<file path="config.mk">
export PLATFORM = sky130hd
export DESIGN_NAME = cset_queue
export DESIGN_NICKNAME = d
export VERILOG_FILES = /design/src/sv/clock_sync_event_tracker_top_assert.svh /design/src/sv/cset_pkg.sv /design/src/sv/cset_queue.sv
export SDC_FILE = /design/constraint.sdc
export NUM_CORES = 1
export LEC_CHECK = 0
export ABC_AREA = 1
export BUFFER_PORTS_ARGS = -buffer_cell sky130_fd_sc_hd__buf_2
export CAP_MARGIN = 20
export CORE_UTILIZATION = 50
export DETAILED_ROUTE_END_ITERATION = 6
export PLACE_DENSITY = 0.77
export REMOVE_ABC_BUFFERS = 1
export SLEW_MARGIN = 5
export SYNTH_ARGS = -nofsm -noshare
export SYNTH_HDL_FRONTEND = slang
export SYNTH_SLANG_ARGS = --single-unit
</file>
<file path="constraint.sdc">
create_clock -name clk -period 29.4 [get_ports clk]
set_input_delay 4.41 -clock clk [delete_from_list [all_inputs] [get_ports clk]]
set_output_delay 4.41 -clock clk [all_outputs]
set_load 0.01 [all_outputs]
</file>
<file path="src/sv/clock_sync_event_tracker_top_assert.svh">
// Assertion macros for the clock sync event tracker
`ifndef CLOCK_SYNC_EVENT_TRACKER_TOP_ASSERT_SVH
`define CLOCK_SYNC_EVENT_TRACKER_TOP_ASSERT_SVH
`define CSET_ASSERT_IMPL(lbl, a, c) \
  lbl: assert property (@(posedge clk) disable iff (rst) (a) |-> (c)) \
    else $error("assertion failed");
`define CSET_ASSERT_NEXT(lbl, a, c) \
  lbl: assert property (@(posedge clk) disable iff (rst) (a) |=> (c)) \
    else $error("assertion failed");
`endif

</file>
<file path="src/sv/cset_pkg.sv">
// Shared types for the clock sync event tracker
`default_nettype none
package cset_pkg;
  localparam logic FUNC_UPDATE = 1'b0;
  localparam logic FUNC_READ   = 1'b1;
  localparam logic [1:0] REG_WATCH = 2'd0;
  localparam logic [1:0] REG_COMP  = 2'd1;
  localparam logic [1:0] REG_PTHR  = 2'd2;
  localparam logic [1:0] REG_STHR  = 2'd3;
  localparam int CFG_W = 31;

  typedef struct packed {
    logic        func;
    logic [3:0]  base_index;
    logic [63:0] primary_offset;
    logic        locked_to_primary;
    logic [63:0] source_id;
    logic        link_capable;
    logic [63:0] system_offset;
  } cmd_t;

  typedef struct packed {
    logic [3:0]  watch_mask;
    logic [2:0]  composite_mask;
    logic [30:0] primary_threshold;
    logic [30:0] system_threshold;
  } cfg_t;

  typedef struct packed {
    logic pri_in;
    logic sys_in;
  } cls_t;

  function automatic logic in_window(input logic [63:0] x, input logic [30:0] t);
    logic [63:0] s;
    s = x + {33'd0, t};
    return s <= {32'd0, t, 1'b0};
  endfunction
endpackage
`default_nettype wire

</file>
<file path="src/sv/cset_queue.sv">
// Two-entry queue between front and back
`default_nettype none
module cset_queue (
  input  wire logic           clk,
  input  wire logic           rst,
  input  wire logic           push,
  input  wire cset_pkg::cmd_t push_cmd,
  input  wire cset_pkg::cls_t push_cls,
  input  wire logic           pop,
  output logic                full,
  output logic                avail,
  output cset_pkg::cmd_t      head_cmd,
  output cset_pkg::cls_t      head_cls
);
  import cset_pkg::*;
  cmd_t cmd_q [2];
  cls_t cls_q [2];
  logic       wp, rp;
  logic [1:0] cnt;
  assign full  = cnt == 2'd2;
  assign avail = cnt != 2'd0;
  assign head_cmd = cmd_q[rp];
  assign head_cls = cls_q[rp];
  always_ff @(posedge clk) begin
    if (rst) begin
      wp <= 1'b0; rp <= 1'b0; cnt <= 2'd0;
    end else begin
      if (push) wp <= ~wp;
      if (pop) rp <= ~rp;
      cnt <= cnt + {1'b0, push} - {1'b0, pop};
    end
    if (push) begin
      cmd_q[wp] <= push_cmd;
      cls_q[wp] <= push_cls;
    end
  end
endmodule
`default_nettype wire

</file>
; Word-level counts from Yosys, hierarchy flattened
; Memories as Yosys holds them, arrays and structs flattened. A register that Yosys moved wholly into a read port is not among the register bits.
; Cells that the tools add are included.
[word_totals]
register_bits = 4
mem_bits_rw = 402
inputBits = 205
output_inout_bits = 203
elab_cells = 17
memories = 2
[classes]
add_sub_neg = 2
eq_ne = 1
mux = 6
bitwise = 2
n_reduce_logical = 1
[memory_table]
columns = name, words, word_bits, read_ports, rd_clocked_by_memory_dff, write_ports, line
row1 = cmd_q, 2, 199, 1, 1, 1, cset_queue.sv:16  ; cmd_t cmd_q [2];
row2 = cls_q, 2, 2, 1, 1, 1, cset_queue.sv:17  ; cls_t cls_q [2];
[ops]
columns = cell, n
row1 = $mux 1, 6
row2 = $add 2x1->2, 1
row3 = $eq 2x2->1 const B, 1
row4 = $not 1->1, 2
row5 = $reduce_bool 2->1, 1
row6 = $sub 2x1->2, 1

; Depth between registers and ports, before layout
[depth]
depth_word = 3
depth_mapped = 9
ltp_nobuf = 9

; Worst setup path before layout
; OpenSTA, ideal clock, no wires.
[synth_path]
kind = input to register
from = input port push
to = memory cls_q[0][0] in the netlist's numbering, enable pin
arrival_ns = 12.849
t_required_ns = 28.629
setup_slack_ns = 15.780
path_stages = 2
path_cell_list = inv_1 nor2_1
[synth_via]
elab_chain_cells = 2
[synth_lines]
columns = item, line
row1 = start: declaration, cset_queue.sv:6  ; input wire logic push,
row2 = $mux 1, cset_queue.sv:32  ; if (push) begin
row3 = $mux 1 (not written as such), cset_queue.sv:34  ; cls_q[wp] <= push_cls;
row4 = end: declaration, cset_queue.sv:17
; Every way passes these cells.

==> impl_summary.md <==
Die
Measured along the y axis, the die boundary spans approximately 170 µm. The floorplan step defined a die boundary enclosing between 30000 and 40000 µm². In this run the core area contains 62 standard-cell rows.

The floorplan step defined a core boundary enclosing between 20000 and 30000 µm². In this run the horizontal extent of the chip is 174 µm. The initial standard-cell utilization of the core is 0.512. For this design the top-level I/O count stands at ~410.

Clock tree
The number of setup buffers added after CTS is 0. Post-CTS repair changed the size of 0 cells. The number of H-tree branching levels is 2. At the later pin of the worst-skew pair, clock insertion delay measures between 0.5 and 0.6 ns. In this run the clock root is driven by a sky130_fd_sc_hd__clkbuf_16. The clock transition at the registers of the reported paths is about 0.060 ns. The buffer depth of the longest clock path is 3. TritonCTS built the clock tree. The number of buffers inserted for hold repair after clock tree synthesis is 0.

The number of clock sinks seen by CTS is between 400 and 500. The TritonCTS buffer count is ~40.

Drt
The total via count after detailed routing is between 7000 and 8000. For this run, design rule violations remaining after detail routing come to 0. The final routed wirelength across all metal layers is ~29000 µm. The average via count per standard cell is 5.05. The per-cell routed wire length is ~19 µm.

The first TritonRoute pass finished after 4 iterations. Once detail routing completed, the nets flagged for antenna violations numbered 0. The initial detailed-routing violation count is roughly 360.

Yosys
The largest total area in the synthesized netlist belongs to sky130_fd_sc_hd__edfxtp_1. By area the synthesized netlist is led by sky130_fd_sc_hd__edfxtp_1 (82%), sky130_fd_sc_hd__mux2_2 (15%), sky130_fd_sc_hd__buf_6 (1.6%). For this run, the register share of the synthesized area comes to 0.822.

The basic-gate share of the synthesized area counting and, or, nand and nor cells is 0.00372. The yosys synthesis warning count is 0. Synthesis handed over a netlist of around 660 instances.

After synthesis the netlist holds a flip-flop and latch count of 407. The fraction of synthesized cell area in xor and xnor cells is 0.000592. The post-synthesis area per instance is 22.6 µm². The share of synthesized area spent on multiplexers is 0.153. Of the post-synthesis cell area, the dominant cell type holds 0.816.

By area, the combinational part of the netlist is dominated by multiplexers. The adder and majority cell fraction of the synthesized area is 0.00169. The count of unique library cells instantiated by Yosys is 13. The post-synthesis cell area is approximately 15000 µm².

The fraction of the mapped netlist area in compound gates is 0.000338.

Worst setup path
Walking the worst path, the cells encountered are buf_4 > mux2_2 > buf_2. The number of cells on the worst reg-to-reg path is 3. Of all nets on the critical path, the largest fanout is between 70 and 80. STA classifies the critical path startpoint as a register.

By startpoint and endpoint, the worst setup path is classified as register to primary output. The worst setup path is captured at a primary output. The largest single stage delay on the critical path is between 0.9 and 1 ns. The worst setup slack for register-to-register paths is between 20 and 30 ns.

STA puts the critical path data arrival time at 3.06 ns. The required time at the endpoint of the critical path is 24.99 ns. The highest-delay cell along the critical path is sky130_fd_sc_hd__dfxtp_4.

Timing
The time the worst path needs with I/O delays and setup is 7.47 ns. In the post-route analysis, the smallest setup slack over all paths is about 22 ns. The worst-case headroom to the max-slew limit is 0.298. The final number of max-transition violations is 0. The accumulated negative setup slack is 0 ns.

The share of the cycle needed by the critical path after routing is 0.254. The transition at the pin with the smallest max-transition slack is 1.05 ns. Setup violations remaining at the end of the flow were counted as 0. The timing-limited maximum frequency is 0.134 GHz. The total count of hold-check failures in the final report was 0. Setup repair after global routing left no endpoint under its margin. On the final layout, the worst clock skew is roughly 0.016 ns.

Place
The number of placed instances with taps included is ~1400. The placement-stage worst setup slack is between 20 and 25 ns. The detailed placer's ending HPWL is ~20000 µm.

The number of port buffers is roughly 410. Routability-driven placement finished with a final weighted congestion of 0.799.

Finish
The growth of design area from synthesis to finish is 24.6%. The final cell utilization of the core is 0.638. In the final design database the tool counted 1297 nets.

After the flow finishes, the layout carries non-filler instances totaling between 1500 and 2000. In the final layout, the share of cells above drive strength 1 is 0.599.

Status
The flow ran to the end, and the final reports show no timing, DRC or antenna violations.

Global routing
The first global-routing pass estimated 43800 µm of wire. The overall routing resource usage is 0.191. The pin count of the biggest net entering global routing is 130. The initial antenna violation count is 3. For this run the aggregate overflow at the end of global routing stands at 0. The number of global-route vias before repair is between 8000 and 9000.

Pwr
The overall power consumption is 1.31 mW. The cell area power density is ~71 nW/µm². IR analysis of the VDD net gives a maximum drop of 0.0576 mV. For this design the static power due to leakage is between 6 and 7 nW.

Min path
The number of instances on the worst hold path is 2. The path class of the tightest hold or removal check is register to register.

Job
The total of max-cap violations is 0.
==> worst max-delay path: cells and delay by family, from the launching register on <==
kind	cells	cell delay (ns)
buf+inv	2	1.00
flops	1	0.95
mux	1	0.43
==> kinds of logic (layout without fill, tap and decap cells) <==
group                    Yosys count  in the layout
AO/OA/AOI/OAI                      1              1
XOR/XNOR                           1              1
adder cells (fa/ha/maj)            2              2
buffers and inverters             30            495
flip-flops                       407            407
multiplexers                     201            201
other                              0              3
AND/OR/NAND/NOR                   14             14
==> cell type report <==
cell class                 instances  area [µm²]
antenna                            3        7.51
clock buffer                      52        1110
clock inverter                    22         190
fill                            2028       10500
inverter                           8        37.5
multi-input combinational        219        2360
sequential                       407       12200
tap                              384         480
timing repair buffer             413        2080
==> layer usage <==
metal  track usage  vias to the layer above  part of all wire
met3        0.0639                       68             0.086
met4        0.0760                        0             0.033
met5             0                        -                 0
met1         0.208                     3734              0.35
met2         0.342                      336              0.53
li1              -                     3480                 -
==> path summary, 6_finish.rpt <==
check	startpoint	endpoint
max	register	head_cmd[2]
max reg2reg	wp	cmd_q[0][25]
min	rp	rp
min reg2reg	rp	rp
==> power breakdown <==
| part | internal [mW] | switching, mW |
|---|---|---|
| logic | 0.0591 | 0.0667 |
| clock network | 0.294 | 0.204 |
| registers | 0.673 | 0.0107 |
==> placed cells by master, fill, tap and decap left out <==
cell type | netlist | final
sky130_fd_sc_hd__xnor2_1 | 1 | 1
sky130_fd_sc_hd__buf_4 | 0 | 6
sky130_fd_sc_hd__dfxtp_4 | 0 | 1
sky130_fd_sc_hd__inv_8 | 0 | 2
sky130_fd_sc_hd__nor2_4 | 0 | 1
sky130_fd_sc_hd__clkinv_1 | 0 | 10
sky130_fd_sc_hd__a21oi_1 | 1 | 1
sky130_fd_sc_hd__mux2_2 | 201 | 201
sky130_fd_sc_hd__clkbuf_1 | 0 | 9
sky130_fd_sc_hd__buf_2 | 1 | 407
sky130_fd_sc_hd__diode_2 | 0 | 3
sky130_fd_sc_hd__nand2_1 | 5 | 5
sky130_fd_sc_hd__inv_1 | 8 | 7
sky130_fd_sc_hd__clkinv_2 | 0 | 5
sky130_fd_sc_hd__dfxtp_1 | 5 | 4
sky130_fd_sc_hd__ha_1 | 2 | 2
sky130_fd_sc_hd__nand3_1 | 1 | 1
sky130_fd_sc_hd__clkbuf_16 | 0 | 43
sky130_fd_sc_hd__inv_6 | 0 | 2
sky130_fd_sc_hd__nor2_1 | 7 | 6
sky130_fd_sc_hd__nor3_1 | 1 | 1
sky130_fd_sc_hd__clkinv_4 | 0 | 1
sky130_fd_sc_hd__bufinv_16 | 0 | 3
sky130_fd_sc_hd__edfxtp_1 | 402 | 402
==> cells in the mapped netlist <==
cell type                  instances
sky130_fd_sc_hd__edfxtp_1        402
sky130_fd_sc_hd__mux2_2          201
sky130_fd_sc_hd__buf_6            21
sky130_fd_sc_hd__inv_1             8
sky130_fd_sc_hd__nor2_1            7
sky130_fd_sc_hd__dfxtp_1           5
sky130_fd_sc_hd__nand2_1           5
sky130_fd_sc_hd__ha_1              2
sky130_fd_sc_hd__a21oi_1           1
sky130_fd_sc_hd__buf_2             1
sky130_fd_sc_hd__nand3_1           1
sky130_fd_sc_hd__nor3_1            1
sky130_fd_sc_hd__xnor2_1           1
==> state kept, by name (all words and copies together), names as in the netlist, named ones only <==
register  flops
rp            1
cmd_q       398
cnt           2
wp            1
cls_q         4
==> stage by stage <==
stage | area, µm² | hold WS [ns]
floorplan | 14600 | 0.480
global placement | 17100 | 0.497
detailed placement | 17100 | 0.499
finish | 18400 | 0.521
CTS | 18400 | 0.526
global route | 18400 | 0.577
No activity file was read; power rests on OpenSTA's default activity.
