===== config.mk =====
export PLATFORM = sky130hd
export DESIGN_NAME = cset_front
export DESIGN_NICKNAME = d
export VERILOG_FILES = /design/src/sv/clock_sync_event_tracker_top_assert.svh /design/src/sv/cset_pkg.sv /design/src/sv/cset_front.sv
export SDC_FILE = /design/constraint.sdc
export NUM_CORES = 1
export LEC_CHECK = 0
export ABC_AREA = 1
export BUFFER_PORTS_ARGS = -buffer_cell sky130_fd_sc_hd__buf_2
export CAP_MARGIN = 20
export CORE_MARGIN = 2
export CORE_UTILIZATION = 40
export DETAILED_ROUTE_END_ITERATION = 12
export PLACE_DENSITY_LB_ADDON = 0.25
export REMOVE_ABC_BUFFERS = 1
export SKIP_CTS_REPAIR_TIMING = 1
export SYNTH_ARGS = -nofsm -noshare
export SYNTH_HDL_FRONTEND = slang
export SYNTH_SLANG_ARGS = --single-unit

===== constraint.sdc =====
create_clock -name clk -period 10.2 [get_ports clk]
set_clock_uncertainty 0.1 [all_clocks]
set_input_delay 0.51 -clock clk [delete_from_list [all_inputs] [get_ports clk]]
set_output_delay 0.51 -clock clk [all_outputs]
set_load 0.01 [all_outputs]

===== src/sv/clock_sync_event_tracker_top_assert.svh =====
// Assertion macros for the clock sync event tracker
`ifndef CLOCK_SYNC_EVENT_TRACKER_TOP_ASSERT_SVH
`define CLOCK_SYNC_EVENT_TRACKER_TOP_ASSERT_SVH
`define CSET_ASSERT_IMPL(lbl, a, c) \
  lbl: assert property (@(posedge clk) disable iff (rst) (a) |-> (c)) \
    else $error("assertion failed");
`define CSET_ASSERT_NEXT(lbl, a, c) \
  lbl: assert property (@(posedge clk) disable iff (rst) (a) |=> (c)) \
    else $error("assertion failed");
`endif


===== src/sv/cset_pkg.sv =====
// Shared types for the clock sync event tracker
`default_nettype none
package cset_pkg;
  localparam logic FUNC_UPDATE = 1'b0;
  localparam logic FUNC_READ   = 1'b1;
  localparam logic [1:0] REG_WATCH = 2'd0;
  localparam logic [1:0] REG_COMP  = 2'd1;
  localparam logic [1:0] REG_PTHR  = 2'd2;
  localparam logic [1:0] REG_STHR  = 2'd3;
  localparam int CFG_W = 31;

  typedef struct packed {
    logic        func;
    logic [3:0]  base_index;
    logic [63:0] primary_offset;
    logic        locked_to_primary;
    logic [63:0] source_id;
    logic        link_capable;
    logic [63:0] system_offset;
  } cmd_t;

  typedef struct packed {
    logic [3:0]  watch_mask;
    logic [2:0]  composite_mask;
    logic [30:0] primary_threshold;
    logic [30:0] system_threshold;
  } cfg_t;

  typedef struct packed {
    logic pri_in;
    logic sys_in;
  } cls_t;

  function automatic logic in_window(input logic [63:0] x, input logic [30:0] t);
    logic [63:0] s;
    s = x + {33'd0, t};
    return s <= {32'd0, t, 1'b0};
  endfunction
endpackage
`default_nettype wire


===== src/sv/cset_front.sv =====
// Front end: takes commands, classifies offsets, feeds the queue
`default_nettype none
module cset_front (
  input  wire logic           clk,
  input  wire logic           rst,
  input  wire logic           start,
  input  wire cset_pkg::cmd_t cmd_in,
  input  wire cset_pkg::cfg_t cfg,
  input  wire logic           q_full,
  output logic                accept,
  output logic                q_push,
  output cset_pkg::cmd_t      q_cmd,
  output cset_pkg::cls_t      q_cls
);
  import cset_pkg::*;
  logic hold;
  assign accept = start && !hold;
  always_ff @(posedge clk) begin
    if (rst) begin
      hold   <= 1'b0;
      q_push <= 1'b0;
    end else begin
      // one beat in flight at the front; release once the queue took it
      q_push <= accept;
      hold   <= accept || (hold && q_full);
    end
    if (accept) begin
      q_cmd        <= cmd_in;
      q_cls.pri_in <= in_window(cmd_in.primary_offset, cfg.primary_threshold);
      q_cls.sys_in <= in_window(cmd_in.system_offset, cfg.system_threshold);
    end
  end
endmodule
`default_nettype wire


# Word level (Yosys, flattened, before mapping)
# Index checks and enable logic that the tools add are counted.
op_classes:
  n_reduce_logical: 4
  order_cmp: 2
  addsub: 2
ops:
  columns: ["operator", "n"]
  rows:
  - ["adder 64 x 31 -> 64 bit", 2]
  - ["less-or-equal comparator 64 x 32 -> 1 bit", 2]
  - ["logical AND 1 bit", 2]
  - ["zero test 1 bit", 1]
  - ["logical OR 1 bit", 1]
totals:
  reg_bits: 203
  word_cells: 19

# Logic depth before layout (Yosys ltp)
# Gate-level depths: netlist (run 1).
depth:
  depth_word: 3
  depth_mapped: 27
  depth_no_buf: 27

# Worst setup path after synthesis (run 1)
# No wires, ideal clock.
synth_path:
  kind: "input to register"
  from: "input port start"
  to: "register hold"
  t_arrival_ps: 9867
  required_ps: 10005
  setup_ps: 95
  cell_stages: 4
  n_path_buf: 0
  path_slack_ps: 138
  cell_sequence: "inv_1 -> nor2_1 -> inv_1 -> a21oi_1"
synth_between:
  elab_chain_cells: 2
synth_rtl:
  columns: ["element", "line", "rtl"]
  rows:
  - ["start, declared", "cset_front.sv:6", "input wire logic start,"]
  - ["logical AND 1 bit", "cset_front.sv:17", "assign accept = start && !hold;"]
  - ["via accept", "cset_front.sv:10", "output logic accept,"]
  - ["logical OR 1 bit", "cset_front.sv:25", "hold <= accept || (hold && q_full);"]
  - ["end signal, assigned", "cset_front.sv:25", null]
  - ["end, declared", "cset_front.sv:16", "logic hold;"]
# The timed path passes the listed nets, and every way through them passes these cells.
# A chain may end at the register's enable or synchronous reset.

# Worst setup path after layout (run 1)
layout_path:
  from: "input port cmd_in[130] in the netlist's numbering"
  to: "register q_cls[1] in the netlist's numbering, data pin"
layout_between:
  elab_chain_cells: 2
layout_rtl:
  columns: ["element", "line", "rtl"]
  rows:
  - ["start, declared", "cset_front.sv:7", "input wire cset_pkg::cmd_t cmd_in,"]
  - ["adder 64 x 31 -> 64 bit", "cset_pkg.sv:36", "s = x + {33'd0, t};"]
  - ["less-or-equal comparator 64 x 32 -> 1 bit", "cset_pkg.sv:37", "return s <= {32'd0, t, 1'b0};"]
  - ["end, declared", "cset_front.sv:13", "output cset_pkg::cls_t q_cls"]
# Every way passes these cells.

==> metrics.txt, run 1 <==
# TYPE chip_impl_metric gauge
chip_impl_info{name="rr_startpoint",value="hold$_SDFF_PP0_"} 1
chip_impl_metric{name="maxCapViolCount",unit=""} 0
chip_impl_info{name="clock_tree.root_cell",value="sky130_fd_sc_hd__clkbuf_16"} 1
chip_impl_metric{name="grt_antenna_before_repair",unit=""} 2
chip_impl_info{name="critical_path_top_delay_cell",value="sky130_fd_sc_hd__nor4_1"} 1
chip_impl_metric{name="synth_cell_types",unit=""} 41
chip_impl_metric{name="final_critical_path_setup_slack",unit="ns"} 5.97
chip_impl_metric{name="core.rowCount",unit=""} 72
chip_impl_metric{name="dp_slack",unit="ns"} 5.48
chip_impl_metric{name="r2r.worst_path.cells",unit=""} 2
chip_impl_metric{name="timing.fmax",unit="MHz"} 236
chip_impl_info{name="critical_path.most_common_cell",value="sky130_fd_sc_hd__nand2_1"} 1
chip_impl_metric{name="slowest_delay",unit="ns"} 0.54
chip_impl_metric{name="cp.required",unit="ns"} 10.50
chip_impl_info{name="worst_hold_path_type",value="primary input to flop"} 1
chip_impl_metric{name="timing.slew.headroom",unit=""} 0.390
chip_impl_metric{name="via_per_inst",unit=""} 4.96
chip_impl_metric{name="r2r_setup_slack",unit="ns"} 8.45
chip_impl_metric{name="numClockSinks",unit=""} 203
chip_impl_metric{name="finalHoldViolations",unit=""} 0
chip_impl_metric{name="cts.clk_slew.worst_paths",unit="ns"} 0.06
chip_impl_info{name="hold_end",value="q_push$_SDFF_PP0_"} 1
chip_impl_metric{name="ys_warn_count",unit=""} 0
chip_impl_info{name="outcome",value="finished clean"} 1
chip_impl_metric{name="number_of_nets_in_the_final_layout",unit=""} 3040
chip_impl_metric{name="worst-endpoint-arrival",unit="ns"} 4.53
chip_impl_metric{name="dieArea",unit="sq um"} 40900
chip_impl_metric{name="grt_remaining_overflow",unit=""} 0
chip_impl_metric{name="dr_pass1_iterations",unit=""} 6
chip_impl_metric{name="io_buffers",unit=""} 467
chip_impl_info{name="cp-start-kind",value="primary input"} 1
chip_impl_metric{name="period_share",unit=""} 0.415
chip_impl_metric{name="worst_case_clock_buffer_depth",unit=""} 3
chip_impl_metric{name="average_cell_area_after_synthesis",unit="sq um"} 7.33
chip_impl_metric{name="drt_wl_total",unit="mm"} 52.4
chip_impl_metric{name="design.portCount",unit=""} 475
chip_impl_metric{name="setup_violations",unit=""} 0
chip_impl_metric{name="htreeDepth",unit=""} 1
chip_impl_metric{name="critical_path_peak_fanout",unit=""} 4
chip_impl_metric{name="power.density",unit="nW/um^2"} 127
chip_impl_metric{name="worstSkewPairLatency",unit="ns"} 0.55
chip_impl_metric{name="grt_start_max_net_pins",unit=""} 133
chip_impl_metric{name="wire_length_of_the_first_global_routing_pass",unit="mm"} 80.5
chip_impl_metric{name="route.vias.total",unit=""} 15800
chip_impl_metric{name="chipHeight",unit="um"} 202
chip_impl_metric{name="critPathBufInv",unit=""} 3
chip_impl_info{name="path_delay_family",value="simple AND/OR/NAND/NOR gates"} 1
chip_impl_info{name="crit_type",value="primary input to flop"} 1
chip_impl_metric{name="tns",unit="ns"} 0
chip_impl_info{name="grt_setup_unrepaired",value="no"} 1
chip_impl_metric{name="synth_sequential_area_ratio",unit=""} 0.386
chip_impl_metric{name="vdd_ir_drop_max",unit="uV"} 128
chip_impl_metric{name="ant_nets",unit=""} 0
chip_impl_metric{name="final_layout_size_suffix_gt1_frac",unit=""} 0.215
chip_impl_metric{name="min_path_cells",unit=""} 2
chip_impl_metric{name="cts-buffers-inserted",unit=""} 24
chip_impl_metric{name="place.detailed.instances",unit=""} 3134
chip_impl_metric{name="ys_ff_latch",unit=""} 203
chip_impl_info{name="cts_tree",value="done"} 1
chip_impl_info{name="worstReg2RegEnd",value="q_cmd[50]$_DFFE_PP_"} 1
chip_impl_metric{name="grt_pass1_vias",unit=""} 15200
chip_impl_info{name="hp-start",value="rst"} 1
chip_impl_metric{name="num-fill-cells",unit=""} 3912
chip_impl_metric{name="total_standard_cell_area_after_synthesis",unit="sq um"} 15700
chip_impl_metric{name="track_usage",unit=""} 0.249
chip_impl_metric{name="final-max-slew-violation-count",unit=""} 0
chip_impl_metric{name="place.detailed.hpwl",unit="mm"} 44.5
chip_impl_metric{name="floorplan.core_area",unit="sq um"} 38700
chip_impl_metric{name="area_overhead_of_the_layout_relative_to_synthesis",unit="%"} 23.9
chip_impl_metric{name="timing_worst_slew_pin_value",unit="ns"} 0.915
chip_impl_metric{name="static-leakage-power",unit="uW"} 0.0102
chip_impl_info{name="cp-end-kind",value="flop"} 1
chip_impl_metric{name="wl_per_cell",unit="um"} 16.5
chip_impl_metric{name="floorplan.initialDensity",unit=""} 0.406
chip_impl_metric{name="dr.first_iter.drc_count",unit=""} 957
chip_impl_metric{name="period_minus_slack",unit="ns"} 4.23
chip_impl_metric{name="post_layout_nonfiller_instances",unit=""} 3180
chip_impl_metric{name="synthesis.instances",unit=""} 2147
chip_impl_metric{name="final_replace_weighted_congestion",unit=""} 0.992
chip_impl_metric{name="die_width",unit="um"} 202
chip_impl_metric{name="drc_errors",unit=""} 0
synth_stat cells (all sizes together):
| cell | number | share of area |
|---|---|---|
| o21a | 6 | 0.0029 |
| nand4 | 45 | 0.018 |
| inv | 397 | 0.095 |
| fa | 2 | 0.0025 |
| nor3b | 1 | 0.00048 |
| nand2 | 738 | 0.18 |
| dfxtp | 2 | 0.0025 |
| nor4 | 6 | 0.0037 |
| nand3b | 22 | 0.010 |
| or2 | 2 | 0.00080 |
| a21o | 2 | 0.00095 |
| a31oi | 1 | 0.00040 |
| xnor2 | 11 | 0.0061 |
| xor2 | 54 | 0.030 |
| a21boi | 1 | 0.00048 |
| o21bai | 10 | 0.0050 |
| nand3 | 138 | 0.048 |
| ha | 124 | 0.099 |
| o211ai | 3 | 0.0017 |
| nor2 | 226 | 0.056 |
| nor3 | 34 | 0.014 |
| edfxtp | 201 | 0.38 |
| and3 | 2 | 0.00080 |
| a21oi | 83 | 0.026 |
| and2 | 4 | 0.0016 |
| clkinv | 1 | 0.00024 |
| o21ai | 31 | 0.0099 |
registers in the layout (all words and copies together), names as in the netlist:
| signal | count |
|---|---|
| hold | 1 |
| q_cls | 2 |
| q_cmd | 199 |
| q_push | 1 |
area by class of cell:
type / instances / area, sq um / area share
clock buffer: 33 / 654 / 0.0336
sequential: 203 / 6080 / 0.312
inverter: 398 / 1490 / 0.0766
multi-input combinational: 1546 / 8170 / 0.419
clock inverter: 11 / 86.3 / 0.00443
antenna: 2 / 5.00 / 0.000257
timing repair buffer: 469 / 2360 / 0.121
tap: 518 / 648 / 0.0332
cell families (layout without fill, tap and decap cells):
logic type | after synthesis | count (layout) | synth area share
AO/OA/AOI/OAI | 137 | 137 | 0.0477
XOR/XNOR | 65 | 65 | 0.0362
adder cells (fa/ha/maj) | 126 | 126 | 0.101
buffers and inverters | 398 | 911 | 0.0950
flip-flops | 203 | 203 | 0.386
other | 0 | 2 | 0
AND/OR/NAND/NOR | 1218 | 1218 | 0.334
worst reg2reg max path, cell delays in order, from the launching register on:
cell	delay [ns]
sky130_fd_sc_hd__dfxtp_1	0.33
sky130_fd_sc_hd__nor2_4	0.14
sky130_fd_sc_hd__buf_4	0.67
stage by stage:
step / util / hold WS [ns] / instance area, sq um / total power [uW]
floorplan: - / 0.331 / 15700 / 1440
global placement: 0.484 / 0.378 / 18800 / 1670
detailed placement: 0.484 / 0.386 / 18800 / 1690
CTS: 0.503 / -0.00915 / 19500 / 2510
global route: 0.503 / 0.00430 / 19500 / 2620
finish: 0.503 / 0.0275 / 19500 / 2490
where the power goes:
part / switching, uW / internal [uW]
Combinational: 440 / 244
Clock: 357 / 454
Sequential: 11.3 / 979
cells in the final DEF, fill, tap and decap left out, types with 2 or more instances in the layout:
| cell type | Yosys | routed |
|---|---|---|
| sky130_fd_sc_hd__a21o_1 | 2 | 2 |
| sky130_fd_sc_hd__a21oi_1 | 83 | 83 |
| sky130_fd_sc_hd__and2_1 | 4 | 4 |
| sky130_fd_sc_hd__and3_1 | 2 | 2 |
| sky130_fd_sc_hd__buf_2 | 0 | 467 |
| sky130_fd_sc_hd__clkbuf_1 | 0 | 7 |
| sky130_fd_sc_hd__clkbuf_16 | 0 | 24 |
| sky130_fd_sc_hd__clkbuf_8 | 0 | 2 |
| sky130_fd_sc_hd__clkinv_1 | 1 | 3 |
| sky130_fd_sc_hd__clkinvlp_4 | 0 | 3 |
| sky130_fd_sc_hd__dfxtp_1 | 2 | 2 |
| sky130_fd_sc_hd__diode_2 | 0 | 2 |
| sky130_fd_sc_hd__edfxtp_1 | 201 | 201 |
| sky130_fd_sc_hd__fa_1 | 2 | 2 |
| sky130_fd_sc_hd__ha_1 | 124 | 124 |
| sky130_fd_sc_hd__inv_1 | 390 | 390 |
| sky130_fd_sc_hd__inv_2 | 7 | 7 |
| sky130_fd_sc_hd__inv_6 | 0 | 3 |
| sky130_fd_sc_hd__nand2_1 | 715 | 715 |
| sky130_fd_sc_hd__nand2_2 | 23 | 23 |
| sky130_fd_sc_hd__nand3_1 | 125 | 125 |
| sky130_fd_sc_hd__nand3_2 | 13 | 13 |
| sky130_fd_sc_hd__nand3b_1 | 22 | 22 |
| sky130_fd_sc_hd__nand4_1 | 44 | 44 |
| sky130_fd_sc_hd__nor2_1 | 216 | 215 |
| sky130_fd_sc_hd__nor2_2 | 8 | 8 |
| sky130_fd_sc_hd__nor2_4 | 2 | 3 |
| sky130_fd_sc_hd__nor3_1 | 26 | 26 |
| sky130_fd_sc_hd__nor3_2 | 7 | 7 |
| sky130_fd_sc_hd__nor4_1 | 4 | 4 |
| sky130_fd_sc_hd__o211ai_1 | 2 | 2 |
| sky130_fd_sc_hd__o21a_1 | 6 | 6 |
| sky130_fd_sc_hd__o21ai_0 | 26 | 26 |
| sky130_fd_sc_hd__o21ai_1 | 5 | 5 |
| sky130_fd_sc_hd__o21bai_1 | 9 | 9 |
| sky130_fd_sc_hd__xnor2_1 | 11 | 11 |
| sky130_fd_sc_hd__xor2_1 | 54 | 54 |
metal layers:
layer,vias to the layer above,wire length (um),global-route usage
li1,7879,-,-
met1,7209,22100,0.315
met2,590,25200,0.438
met3,88,3450,0.0329
met4,0,1670,0.0816
met5,-,0,0
how the worst max path moves through the flow:
stage,start,end,slack (ns),cells past startpoint
after CTS,cmd_in[130],q_cls[1]$_DFFE_PP_,6.02,27
after global placement,cmd_in[130],q_cls[1]$_DFFE_PP_,5.55,27
after floorplan,start,hold$_SDFF_PP0_,0.14,4
after global routing,cmd_in[130],q_cls[1]$_DFFE_PP_,5.56,27
after detailed placement,cmd_in[130],q_cls[1]$_DFFE_PP_,5.48,27
final,cmd_in[130],q_cls[1]$_DFFE_PP_,5.97,27
Power figures use the tool's default switching activity.
==> run 2, diff against run 1 <==
- clock period: 10.2 -> 3.9 ns (I/O delays scaled with it)
==> metrics.txt, run 2 (same netlist as run 1, synthesis figures left out) <==
# TYPE chip_impl_metric gauge
chip_impl_info{name="outcome",value="finished clean"} 1
chip_impl_metric{name="worst-endpoint-arrival",unit="ns"} 3.78
chip_impl_metric{name="cts-buffers-inserted",unit=""} 24
chip_impl_metric{name="final_replace_weighted_congestion",unit=""} 0.979
chip_impl_metric{name="grt_antenna_before_repair",unit=""} 3
chip_impl_metric{name="p_total",unit="uW"} 7080
chip_impl_metric{name="met1Wirelength",unit="mm"} 23.3
chip_impl_metric{name="drt_wl_total",unit="mm"} 57.1
chip_impl_info{name="worstReg2RegEnd",value="q_cmd[180]$_DFFE_PP_"} 1
chip_impl_metric{name="dr_wl_met2",unit="mm"} 27.9
chip_impl_info{name="worst_hold_path_type",value="primary input to flop"} 1
chip_impl_metric{name="met3WireLength",unit="mm"} 3.82
chip_impl_metric{name="number_of_nets_in_the_final_layout",unit=""} 3284
chip_impl_metric{name="critical_path_peak_fanout",unit=""} 4
chip_impl_metric{name="area_overhead_of_the_layout_relative_to_synthesis",unit="%"} 39.6
chip_impl_metric{name="switching_power_as_a_share_of_total_power",unit=""} 0.309
chip_impl_metric{name="timing_worst_slew_pin_value",unit="ns"} 0.643
chip_impl_info{name="hold_end",value="q_push$_SDFF_PP0_"} 1
chip_impl_metric{name="period_share",unit=""} 0.893
chip_impl_metric{name="design.portCount",unit=""} 475
chip_impl_metric{name="wl_per_cell",unit="um"} 16.7
chip_impl_metric{name="floorplan.core_area",unit="sq um"} 38700
chip_impl_metric{name="internal_power",unit="uW"} 4890
chip_impl_info{name="rr_startpoint",value="hold$_SDFF_PP0_"} 1
chip_impl_metric{name="power.density",unit="nW/um^2"} 322
chip_impl_metric{name="place.detailed.hpwl",unit="mm"} 45.7
chip_impl_info{name="critical_path_top_delay_cell",value="sky130_fd_sc_hd__dlygate4sd3_1"} 1
chip_impl_metric{name="die_width",unit="um"} 202
chip_impl_metric{name="share_clk_of_total_power",unit=""} 0.346
chip_impl_metric{name="max_reg_flops",unit=""} 199
chip_impl_info{name="leading_cell_type_in_the_layout_fill_and_taps_excluded",value="sky130_fd_sc_hd__nand2_1"} 1
chip_impl_info{name="registers.top_by_ff_count",value="q_cmd"} 1
chip_impl_info{name="cp-start-kind",value="primary input"} 1
chip_impl_metric{name="via_per_inst",unit=""} 4.92
chip_impl_metric{name="setup_violations",unit=""} 0
chip_impl_metric{name="cts.clk_slew.worst_paths",unit="ns"} 0.07
chip_impl_metric{name="worstSkewPairLatency",unit="ns"} 0.55
chip_impl_info{name="top_layer_used",value="met4"} 1
chip_impl_metric{name="r2r.worst_path.cells",unit=""} 2
chip_impl_metric{name="static-leakage-power",unit="uW"} 0.0113
chip_impl_metric{name="htreeDepth",unit=""} 1
chip_impl_info{name="largestRegisters",value="q_cmd: 199 flops, q_cls: 2 flops"} 1
chip_impl_metric{name="final_util",unit=""} 0.567
chip_impl_info{name="cts_tree",value="done"} 1
chip_impl_metric{name="slowest_delay",unit="ns"} 0.53
chip_impl_metric{name="timing.slew.headroom",unit=""} 0.568
chip_impl_metric{name="area_of_combinational_cells_with_multiple_inputs",unit="sq um"} 8170
chip_impl_metric{name="chipHeight",unit="um"} 202
chip_impl_metric{name="ant_nets",unit=""} 0
chip_impl_metric{name="drc_errors",unit=""} 0
chip_impl_metric{name="p_sw",unit="uW"} 2190
chip_impl_metric{name="maxCapViolCount",unit=""} 0
chip_impl_info{name="layout_common_cells",value="715 x sky130_fd_sc_hd__nand2_1, 467 x sky130_fd_sc_hd__buf_2, 390 x sky130_fd_sc_hd__inv_1"} 1
chip_impl_metric{name="route.vias.total",unit=""} 16800
chip_impl_metric{name="cp.required",unit="ns"} 4.20
chip_impl_metric{name="vdd_ir_drop_max",unit="uV"} 348
chip_impl_metric{name="dieArea",unit="sq um"} 40900
chip_impl_metric{name="grt_start_max_net_pins",unit=""} 81
chip_impl_metric{name="seq_power_share",unit=""} 0.366
chip_impl_metric{name="core.rowCount",unit=""} 72
chip_impl_metric{name="min_path_cells",unit=""} 5
chip_impl_metric{name="track_usage",unit=""} 0.254
chip_impl_metric{name="numClockSinks",unit=""} 203
chip_impl_metric{name="r2r_setup_slack",unit="ns"} 2.15
chip_impl_metric{name="period_minus_slack",unit="ns"} 3.48
chip_impl_metric{name="num-fill-cells",unit=""} 3639
chip_impl_metric{name="io_buffers",unit=""} 467
chip_impl_metric{name="finalHoldViolations",unit=""} 0
chip_impl_info{name="grt_setup_unrepaired",value="no"} 1
chip_impl_info{name="clock_tree.root_cell",value="sky130_fd_sc_hd__clkbuf_16"} 1
chip_impl_info{name="crit_chain",value="dlygate4sd3_1, buf_2, ha_1, nand2_1, nor2_1, nand2_1, inv_1, nand2_1, nand2_1, xor2_1, ha_1, nand2_1, nor2_1, nand2_1, nor4_1, nand2_1, nand2_1, nand3_1, nor2_1, nand3_1, nor2_1, nand2_1, nor2_1"} 1
chip_impl_metric{name="grt_remaining_overflow",unit=""} 0
chip_impl_metric{name="final-max-slew-violation-count",unit=""} 0
chip_impl_info{name="hp-start",value="start"} 1
chip_impl_info{name="cp-end-kind",value="flop"} 1
chip_impl_metric{name="pwr-share-comb",unit=""} 0.288
chip_impl_metric{name="worst_case_clock_buffer_depth",unit=""} 3
chip_impl_metric{name="grt_pass1_vias",unit=""} 15600
chip_impl_metric{name="dr_pass1_iterations",unit=""} 6
chip_impl_metric{name="final_layout_size_suffix_gt1_frac",unit=""} 0.213
chip_impl_metric{name="timing.fmax",unit="MHz"} 287
chip_impl_metric{name="wire_length_of_the_first_global_routing_pass",unit="mm"} 81.7
chip_impl_metric{name="floorplan.initialDensity",unit=""} 0.406
chip_impl_metric{name="dr.first_iter.drc_count",unit=""} 1021
chip_impl_metric{name="seq_area",unit="sq um"} 6080
chip_impl_info{name="crit_type",value="primary input to flop"} 1
chip_impl_info{name="critical_path.most_common_cell",value="sky130_fd_sc_hd__nand2_1"} 1
==> run 2: cell count changes in the layout (fill, tap and decap cells not counted), sizes merged <==
| cell | previous run | this run |
|---|---|---|
| clkinvlp | 3 | 2 |
| clkinv | 6 | 7 |
| dlygate4sd3 | 0 | 201 |
| clkbuf | 33 | 30 |
| inv | 400 | 398 |
| bufinv | 0 | 5 |
| buf | 469 | 512 |
==> run 2: stage by stage <==
step / setup TNS, ns / worst slack, ns / cells / hold WS (ns) / area, sq um
after floorplan: -1175.47 / -5.85 / 2147 / 0.164 / 15700
after global placement: 0 / 0.154 / 3177 / 0.272 / 19100
after detailed placement: 0 / 0.0454 / 3177 / 0.273 / 19100
after CTS: 0 / 0.597 / 3221 / -0.317 / 19900
after global routing: 0 / 0.0152 / 3424 / 0.0274 / 22000
final: 0 / 0.417 / 3424 / 0.0266 / 22000
==> run 2: how the worst max path moves through the flow <==
stage,start,to,cells past startpoint
4_1_cts,cfg[31],q_cls[1]$_DFFE_PP_,28
3_5_place_dp,cfg[31],q_cls[1]$_DFFE_PP_,28
6_report,cmd_in[29],q_cls[0]$_DFFE_PP_,23
5_1_grt,cmd_in[29],q_cls[0]$_DFFE_PP_,23
2_1_floorplan,start,hold$_SDFF_PP0_,4
3_3_place_gp,cmd_in[130],q_cls[1]$_DFFE_PP_,28
==> run 2: layout make-up <==
type	count	share of cell area
diodes	2	0.000228
clock buffers	30	0.0293
clock inverters	14	0.00985
inverters	398	0.0680
multi-input cells	1546	0.372
flip-flops and latches	203	0.277
well taps	518	0.0295
repair buffers	713	0.215
==> run 2: power groups by stage <==
stage / logic [uW] / registers, uW / clock network, uW
3_3_place_gp: 1810 / 2630 / 0
2_1_floorplan: 1010 / 2750 / 0
4_1_cts: 1860 / 2590 / 2500
6_report: 2040 / 2590 / 2450
3_5_place_dp: 1850 / 2630 / 0
5_1_grt: 2260 / 2600 / 2570
==> run 2: critical path, delay by kind of cell <==
kind | cells | cell delay (ns)
AND/OR/NAND/NOR | 17 | 2.09
adder cells (fa/ha/maj) | 2 | 0.63
buffers and inverters | 3 | 0.78
XOR/XNOR | 1 | 0.09
==> run 2: layer usage <==
metal	global-route usage	up-vias
met5	0	-
met4	0.0865	0
met3	0.0400	122
met2	0.445	624
met1	0.319	7723
li1	-	8369
